**src/rtl/mesh_cell_warp_coordinate_generator_top_assert.svh**
```systemverilog
// Assertion macros for the mesh cell warp coordinate generator.
// Used by mesh_cell_warp_coordinate_generator_top; depends on nothing else.
`ifndef MESH_CELL_WARP_COORDINATE_GENERATOR_TOP_ASSERT_SVH
`define MESH_CELL_WARP_COORDINATE_GENERATOR_TOP_ASSERT_SVH

// Same-cycle implication, disabled during reset.
`define MCWCG_ASSERT_IMPLY(label, clk, rst, ante, cons) \
   label: assert property (@(posedge clk) disable iff (rst) (ante) |-> (cons)) \
      else $error("assertion failed");

// Next-cycle implication, disabled during reset.
`define MCWCG_ASSERT_NEXT(label, clk, rst, ante, cons) \
   label: assert property (@(posedge clk) disable iff (rst) (ante) |=> (cons)) \
      else $error("assertion failed");

`endif

```
**src/rtl/mcwcg_pkg.sv**
```systemverilog
// Shared widths, constants and helpers of the mesh cell warp coordinate generator.
// Used by mcwcg_div and the top level; depends on nothing.
package mcwcg_pkg;
   localparam int CORNER_W      = 24;
   localparam int COORD_FRAC_BITS = 8;
   localparam int SPAN_W        = 8;
   localparam int MAX_CELL_SPAN = 255;
   localparam int FRAME_DIM_MAX = 8192;
   localparam int DIM_W         = 14;
   localparam int QUO_W         = 13;
   localparam int DEN_W         = 24;
   localparam int REM_W         = 38;
   localparam int PROD_W        = 33;
   localparam int SUM_W         = 34;
   localparam int MUL_W         = 43;
   localparam int NUM_W         = 44;
   localparam int FRONT_STAGES  = 5;
   localparam int PIPE_DEPTH    = FRONT_STAGES + QUO_W;
   localparam int REQ_DATA_W    = 224;
   localparam int RSP_DATA_W    = 32;

   typedef enum logic {
      CSR_FRAME_WIDTH  = 1'b0,
      CSR_FRAME_HEIGHT = 1'b1
   } csr_index_type;

   function automatic logic [DIM_W-1:0] clamp_dim(input logic [DIM_W-1:0] v);
      if (v > DIM_W'(FRAME_DIM_MAX))
         return DIM_W'(FRAME_DIM_MAX);
      return v;
   endfunction
endpackage

```
**src/rtl/mcwcg_div.sv**
```systemverilog
// Pipelined restoring divider, one quotient bit per stage, stalls with ce.
// Depends on mcwcg_pkg.
module mcwcg_div
   import mcwcg_pkg::*;
(
   input  logic             clock,
   input  logic             ce,
   input  logic [REM_W-1:0] num,
   input  logic [DEN_W-1:0] den,
   output logic [QUO_W-1:0] quo
);
   logic [REM_W-1:0] rem_ff [QUO_W];
   logic [DEN_W-1:0] den_ff [QUO_W];
   logic [QUO_W-1:0] q_ff   [QUO_W];

   for (genvar i = 0; i < QUO_W; i++) begin : g_stage
      localparam int BIT = QUO_W - 1 - i;
      logic [REM_W-1:0] rem_src;
      logic [DEN_W-1:0] den_src;
      logic [QUO_W-1:0] q_src;
      logic [REM_W:0]   trial;
      logic [REM_W-1:0] rem_in;
      logic [QUO_W-1:0] q_in;

      if (i == 0) begin : g_first
         assign rem_src = num;
         assign den_src = den;
         assign q_src   = '0;
      end else begin : g_next
         assign rem_src = rem_ff[i-1];
         assign den_src = den_ff[i-1];
         assign q_src   = q_ff[i-1];
      end

      always_comb begin
         trial = {1'b0, rem_src} - ((REM_W+1)'(den_src) << BIT);
         if (!trial[REM_W]) begin
            rem_in = trial[REM_W-1:0];
            q_in   = {q_src[QUO_W-2:0], 1'b1};
         end else begin
            rem_in = rem_src;
            q_in   = {q_src[QUO_W-2:0], 1'b0};
         end
      end

      always_ff @(posedge clock) begin
         if (ce) begin
            rem_ff[i] <= rem_in;
            den_ff[i] <= den_src;
            q_ff[i]   <= q_in;
         end
      end
   end

   assign quo = q_ff[QUO_W-1];
endmodule

```
**config.mk**
```make
export PLATFORM = sky130hd
export DESIGN_NAME = mcwcg_div
export DESIGN_NICKNAME = d
export VERILOG_FILES = /design/src/rtl/mesh_cell_warp_coordinate_generator_top_assert.svh /design/src/rtl/mcwcg_pkg.sv /design/src/rtl/mcwcg_div.sv
export SDC_FILE = /design/constraint.sdc
export NUM_CORES = 2
export LEC_CHECK = 0
export BUFFER_PORTS_ARGS = -buffer_cell sky130_fd_sc_hd__buf_2
export CAP_MARGIN = 20
export CORE_MARGIN = 2
export CORE_UTILIZATION = 35
export CTS_CLUSTER_DIAMETER = 100
export CTS_CLUSTER_SIZE = 14
export DETAILED_ROUTE_END_ITERATION = 6
export HOLD_SLACK_MARGIN = 0.08
export PLACE_DENSITY_LB_ADDON = 0.12
export SLEW_MARGIN = 20
export SYNTH_ARGS = -nofsm -noshare
export SYNTH_HDL_FRONTEND = slang
export SYNTH_SLANG_ARGS = --single-unit
```
**constraint.sdc**
```tcl
create_clock -name clock -period 8.65 [get_ports clock]
set_clock_uncertainty 0.15 [all_clocks]
set_input_delay 0.865 -clock clock [delete_from_list [all_inputs] [get_ports clock]]
set_output_delay 0.865 -clock clock [all_outputs]
set_load 0.03 [all_outputs]
```
* Yosys cells after proc, flatten, opt, wreduce, memory -nomap -nowiden
Memories as Yosys holds them, arrays and structs flattened.
Cells that the tools add are included.
** Storage, ports and cells
- Flip-flop bits (word level) :: 0
- Latch bits :: 0
- Bits in writable memories :: 975
- Memory bits (read-only) :: 0
- Output and inout bits :: 13
- Word-level logic and storage cells :: 44
- Memories kept :: 3
** Operators by class
- Add/sub/neg operators :: 13
- Multipliers :: 0
- Divide/modulo/power cells :: 0
- Magnitude comparators :: 0
- Equality and inequality tests :: 0
- Shift-type cells :: 0
- Multiplexer cells :: 28
- Bitwise operators :: 0
- Reduce and logical (&&, ||, !) cells :: 0
** Memories
- rem_ff :: words 13, width 38, read ports 12, clocked after memory_dff 0, wr ports 13, RTL line mcwcg_div.sv:12 : logic [REM_W-1:0] rem_ff [QUO_W];
- den_ff :: words 13, width 24, read ports 12, clocked after memory_dff 0, wr ports 13, RTL line mcwcg_div.sv:13 : logic [DEN_W-1:0] den_ff [QUO_W];
- q_ff :: words 13, width 13, read ports 13, clocked after memory_dff 0, wr ports 13, RTL line mcwcg_div.sv:14 : logic [QUO_W-1:0] q_ff [QUO_W];
** Operator list (number)
- $mux 38 :: 13
- $sub 38x24->39 :: 1
- $sub 38x25->39 :: 1
- $sub 38x26->39 :: 1
- $sub 38x27->39 :: 1
- $sub 38x28->39 :: 1
- $sub 38x29->39 :: 1
- $sub 38x30->39 :: 1
- $sub 38x31->39 :: 1
- $sub 38x32->39 :: 1
- $sub 38x33->39 :: 1
- $sub 38x34->39 :: 1
- $sub 38x35->39 :: 1
- $sub 38x36->39 :: 1
- $mux 1 :: 15

* Logic depth before layout (Yosys ltp)
An unclocked memory read counts as a cell.
- Word-level depth :: 3
- Gate-level depth with buffers :: 14
- Depth with buffers taken out :: 13

* Least setup slack after synthesis
Ideal clock, no wire load.
- Path type :: input -> register
- From :: in num[12]
- To :: mem rem_ff[0][21] (data pin)
- Arrival :: 3.318 ns
- Data required time :: 8.230 ns
- Slack :: 4.912 ns
- Cell stages on the path :: 13
- Path buffers :: 2
- Cells stage by stage :: inv_1 > ha_1 > fa_1 > nand2b_1 > a21oi_1 > o221ai_1 > o22ai_1 > a31o_2 > nand4_1 > nand2_1 > clkbuf_1 > clkbuf_1 > a21oi_1
** RTL lines
- from (decl) :: RTL line mcwcg_div.sv:8 : input logic [REM_W-1:0] num,
- to (decl) :: RTL line mcwcg_div.sv:12

==> flow_metrics.py <==
metrics = {
    "floorplanning": {
        "rows": 132,
        "initial_utilization_pct": 35.3,
        "die_x_um": 366,
        "fp.dieH_um": 366,
        "io_count": 77,
        "core_sq_um": 130000,
        "die_area_sq_um": 134000,
    },
    "finish": {
        "area_growth_syn_to_layout_pct": 9.61,
        "fin_nets": 4521,
        "layout.cells.most_common_list": "sky130_fd_sc_hd__edfxtp_1, sky130_fd_sc_hd__inv_1, sky130_fd_sc_hd__a21oi_1",
        "antenna-diode-count": 0,
        "finalCoreUtilization_pct": 38.7,
        "layout-drive-gt1-share_pct": 6.81,
        "layout.cells.most_common": "sky130_fd_sc_hd__edfxtp_1",
    },
    "power_and_ir_drop": {
        "power_density_cells_nw_per_um2": 300,
        "leak_pwr_uw": 0.0195,
        "vdd_drop_max_mv": 0.133,
        "pwr-share-clk_pct": 19.2,
        "power.share.combinational_pct": 39.3,
        "power.share.sequential_pct": 41.5,
        "p_int_uw": 9850,
        "switchingPower_uw": 5220,
        "switching_share_pct": 34.6,
    },
    "logic_synthesis": {
        "synthFlopType": "sky130_fd_sc_hd__edfxtp_1",
        "ys_ff_latch": 835,
        "synthesis.area_sq_um": 45800,
        "number_of_synthesized_flops_with_an_enable_pin": 835,
        "synth.yosys.warnings": 0,
        "fraction_of_the_mapped_netlist_area_in_compound_gates_pct": 14.8,
        "synth_area_leaders": "sky130_fd_sc_hd__edfxtp_1, sky130_fd_sc_hd__ha_1, sky130_fd_sc_hd__a21oi_1",
        "postSynth.asyncResetShare_pct": 0,
        "yosys.area.top_type_share_pct": 54.8,
        "synth_top_family_by_area": "compound AO/OA/AOI/OAI gates",
        "synth_largest_area_cell": "sky130_fd_sc_hd__edfxtp_1",
        "synth.yosys.seq_area_share_pct": 54.8,
        "synth.avg_cell_area_sq_um": 11.3,
        "syn_nets": 4434,
        "post_synth_fa_ha_maj_area_fraction_pct": 9.03,
        "netlist_instances": 4047,
        "synth_xor_xnor_area_share_pct": 5.91,
        "synth_simple_gate_area_share_pct": 10.3,
        "muxShareOfSynthArea_pct": 1.35,
        "yosysUniqueCellTypes": 89,
    },
    "clock_tree": {
        "cts_buffer_count": 69,
        "post-cts-setup-buffer-count": 0,
        "cts.sinks": 835,
        "clkSlewWorstSetupHoldPaths_ns": 0.06,
        "cts_hold_buffers": 0,
        "cts-root-buf": "sky130_fd_sc_hd__clkbuf_16",
        "cts_repair_resize_count": 0,
        "cts.htree.levels": 3,
        "cts_tree": "done",
        "max-clock-path-buffers": 3,
        "clock_latency_late_sink_ns": 0.65,
    },
    "grt": {
        "grt_pass1_wl_mm": 142,
        "grt_use_total_pct": 12.9,
        "grt-ovfl-total": 0,
        "largest_net_degree_at_the_start_of_global_routing": 162,
        "via_count_of_the_first_global_routing_pass": 29200,
        "grt_antenna_before_repair": 0,
    },
    "worst_setup_path": {
        "timing.critical_path.arrival_ns": 4.61,
        "path_class": "reg -> reg",
        "worst_path_required_ns": 8.90,
        "critPathCaptureType": "register",
        "path_max_fanout": 35,
        "timing.critical_path.from_type": "register",
    },
    "place": {
        "final_wtd_congestion": 0.851,
        "io_buffer_count": 76,
        "detailedPlacementHpwl_mm": 64.7,
    },
    "route": {
        "total_detailed_routing_wirelength_mm": 86.7,
        "drc": 0,
        "length_of_the_first_detailed_routing_pass_in_iterations": 7,
        "detail-route-antenna-nets": 0,
        "drt-initial-drc-count": 1313,
        "detailroute.via_count": 28600,
        "wire_per_inst_um": 14.7,
        "avgViaCountPerCell": 4.87,
    },
    "timing": {
        "achievable-frequency_mhz": 229,
        "finalWorstPathRequiredPeriod_ns": 4.36,
        "final.period_utilization_pct": 50.4,
        "timing.final.hold_violations": 0,
        "worst_pin_slew_ns": 0.862,
        "grt_setup_unrepaired": "no",
        "timing.max_slew.rel_slack_pct": 42.5,
        "timing_max_transition_violations_final": 0,
        "finalSetupViolCount": 0,
        "tns_ns": 0,
    },
    "run": {
        "cap_viol_max_count": 0,
    },
    "min_path": {
        "worst_hold_path_type": "in -> reg",
    },
    "status": {
        "run_status": "complete, no violations",
    },
}
[metal layers]
| metal | GRT usage (%) | up-vias | routed length (um) |
|---|---|---|---|
| met4 | 5.18 | 0 | 3360 |
| met1 | 14.0 | 13200 | 35900 |
| met2 | 24.8 | 336 | 45000 |
| met5 | 0 | - | 0 |
| li1 | - | 15000 | - |
| met3 | 2.13 | 156 | 2450 |
[through the flow]
step           hold slack (ns)  instance area, sq um  std cells  setup WS [ns]  total power [uW]
6_report                 0.244                 50200       5882           4.29             15100
5_1_grt                  0.188                 50200       5882           4.04             16200
4_1_cts                  0.179                 50100       5881           4.06             15300
3_5_place_dp             0.255                 48200       5804           4.04             12300
3_3_place_gp             0.252                 48200       5804           4.02             12200
2_1_floorplan            0.250                 45800       4047           4.91             10800
[registers in the layout, indices dropped and copies added (netlist names)]
register and flops:
rem_ff 456, den_ff 288, q_ff 91
[critical path: stages, from the launching register on]
cell and delay [ns]:
sky130_fd_sc_hd__edfxtp_1 0.40, sky130_fd_sc_hd__ha_1 0.24, sky130_fd_sc_hd__fa_1 0.41, sky130_fd_sc_hd__nor2b_1 0.15, sky130_fd_sc_hd__o21a_1 0.14, sky130_fd_sc_hd__o21ai_1 0.13, sky130_fd_sc_hd__a2111oi_0 0.75, sky130_fd_sc_hd__o21ai_1 0.35
sky130_fd_sc_hd__o31ai_1 0.66, sky130_fd_sc_hd__a21oi_4 0.24, sky130_fd_sc_hd__buf_16 0.23, sky130_fd_sc_hd__mux2_2 0.28
[power by group through the flow]
stage	Combinational, uW	Clock, uW	Sequential (uW)
floorplan	4690	0	6150
global placement	5880	0	6360
detailed placement	5910	0	6340
CTS	5940	3060	6260
global route	6690	3170	6370
finish	5920	2890	6250
[path summary, 6_finish.rpt]
path / end / cells past startpoint / start / slack (ns)
max: rem_ff[0][102]$_DFFE_PP_ / 11 / den_ff[0][24]$_DFFE_PP_ / 4.29
min: rem_ff[0][3]$_DFFE_PP_ / 1 / num[3] / 0.24
max reg2reg: rem_ff[0][102]$_DFFE_PP_ / 11 / den_ff[0][24]$_DFFE_PP_ / 4.29
min reg2reg: q_ff[1][56]$_DFFE_PP_ / 0 / q_ff[1][42]$_DFFE_PP_ / 0.26
[cell type report]
type                    count  area, sq um
clock buffers              73         1830
clock inverters             4         48.8
fillers                 12500        79500
inverters                 376         1410
multi-input cells        2752        19000
flip-flops and latches    835        25100
well taps                1742         2180
repair buffers            100          628
[synth_stat cells (all sizes together), types with 59 or more instances]
cell type and number:
edfxtp 835, nor2 276, nor3 68, o21ai 298, a21o 130, xnor2 157, clkbuf 66, a21oi 321
inv 375, nand2 290, nand3 59, xor2 152, ha 311
[cells by family (layout without fill, tap and decap cells)]
logic type      Yosys count  after routing
fa+ha+maj               323            323
buf+inv                 460            553
simple gates            985            985
xor+xnor                309            309
mux                      55             55
flops                   835            835
compound gates         1080           1080
Power figures use the tool's default switching activity.
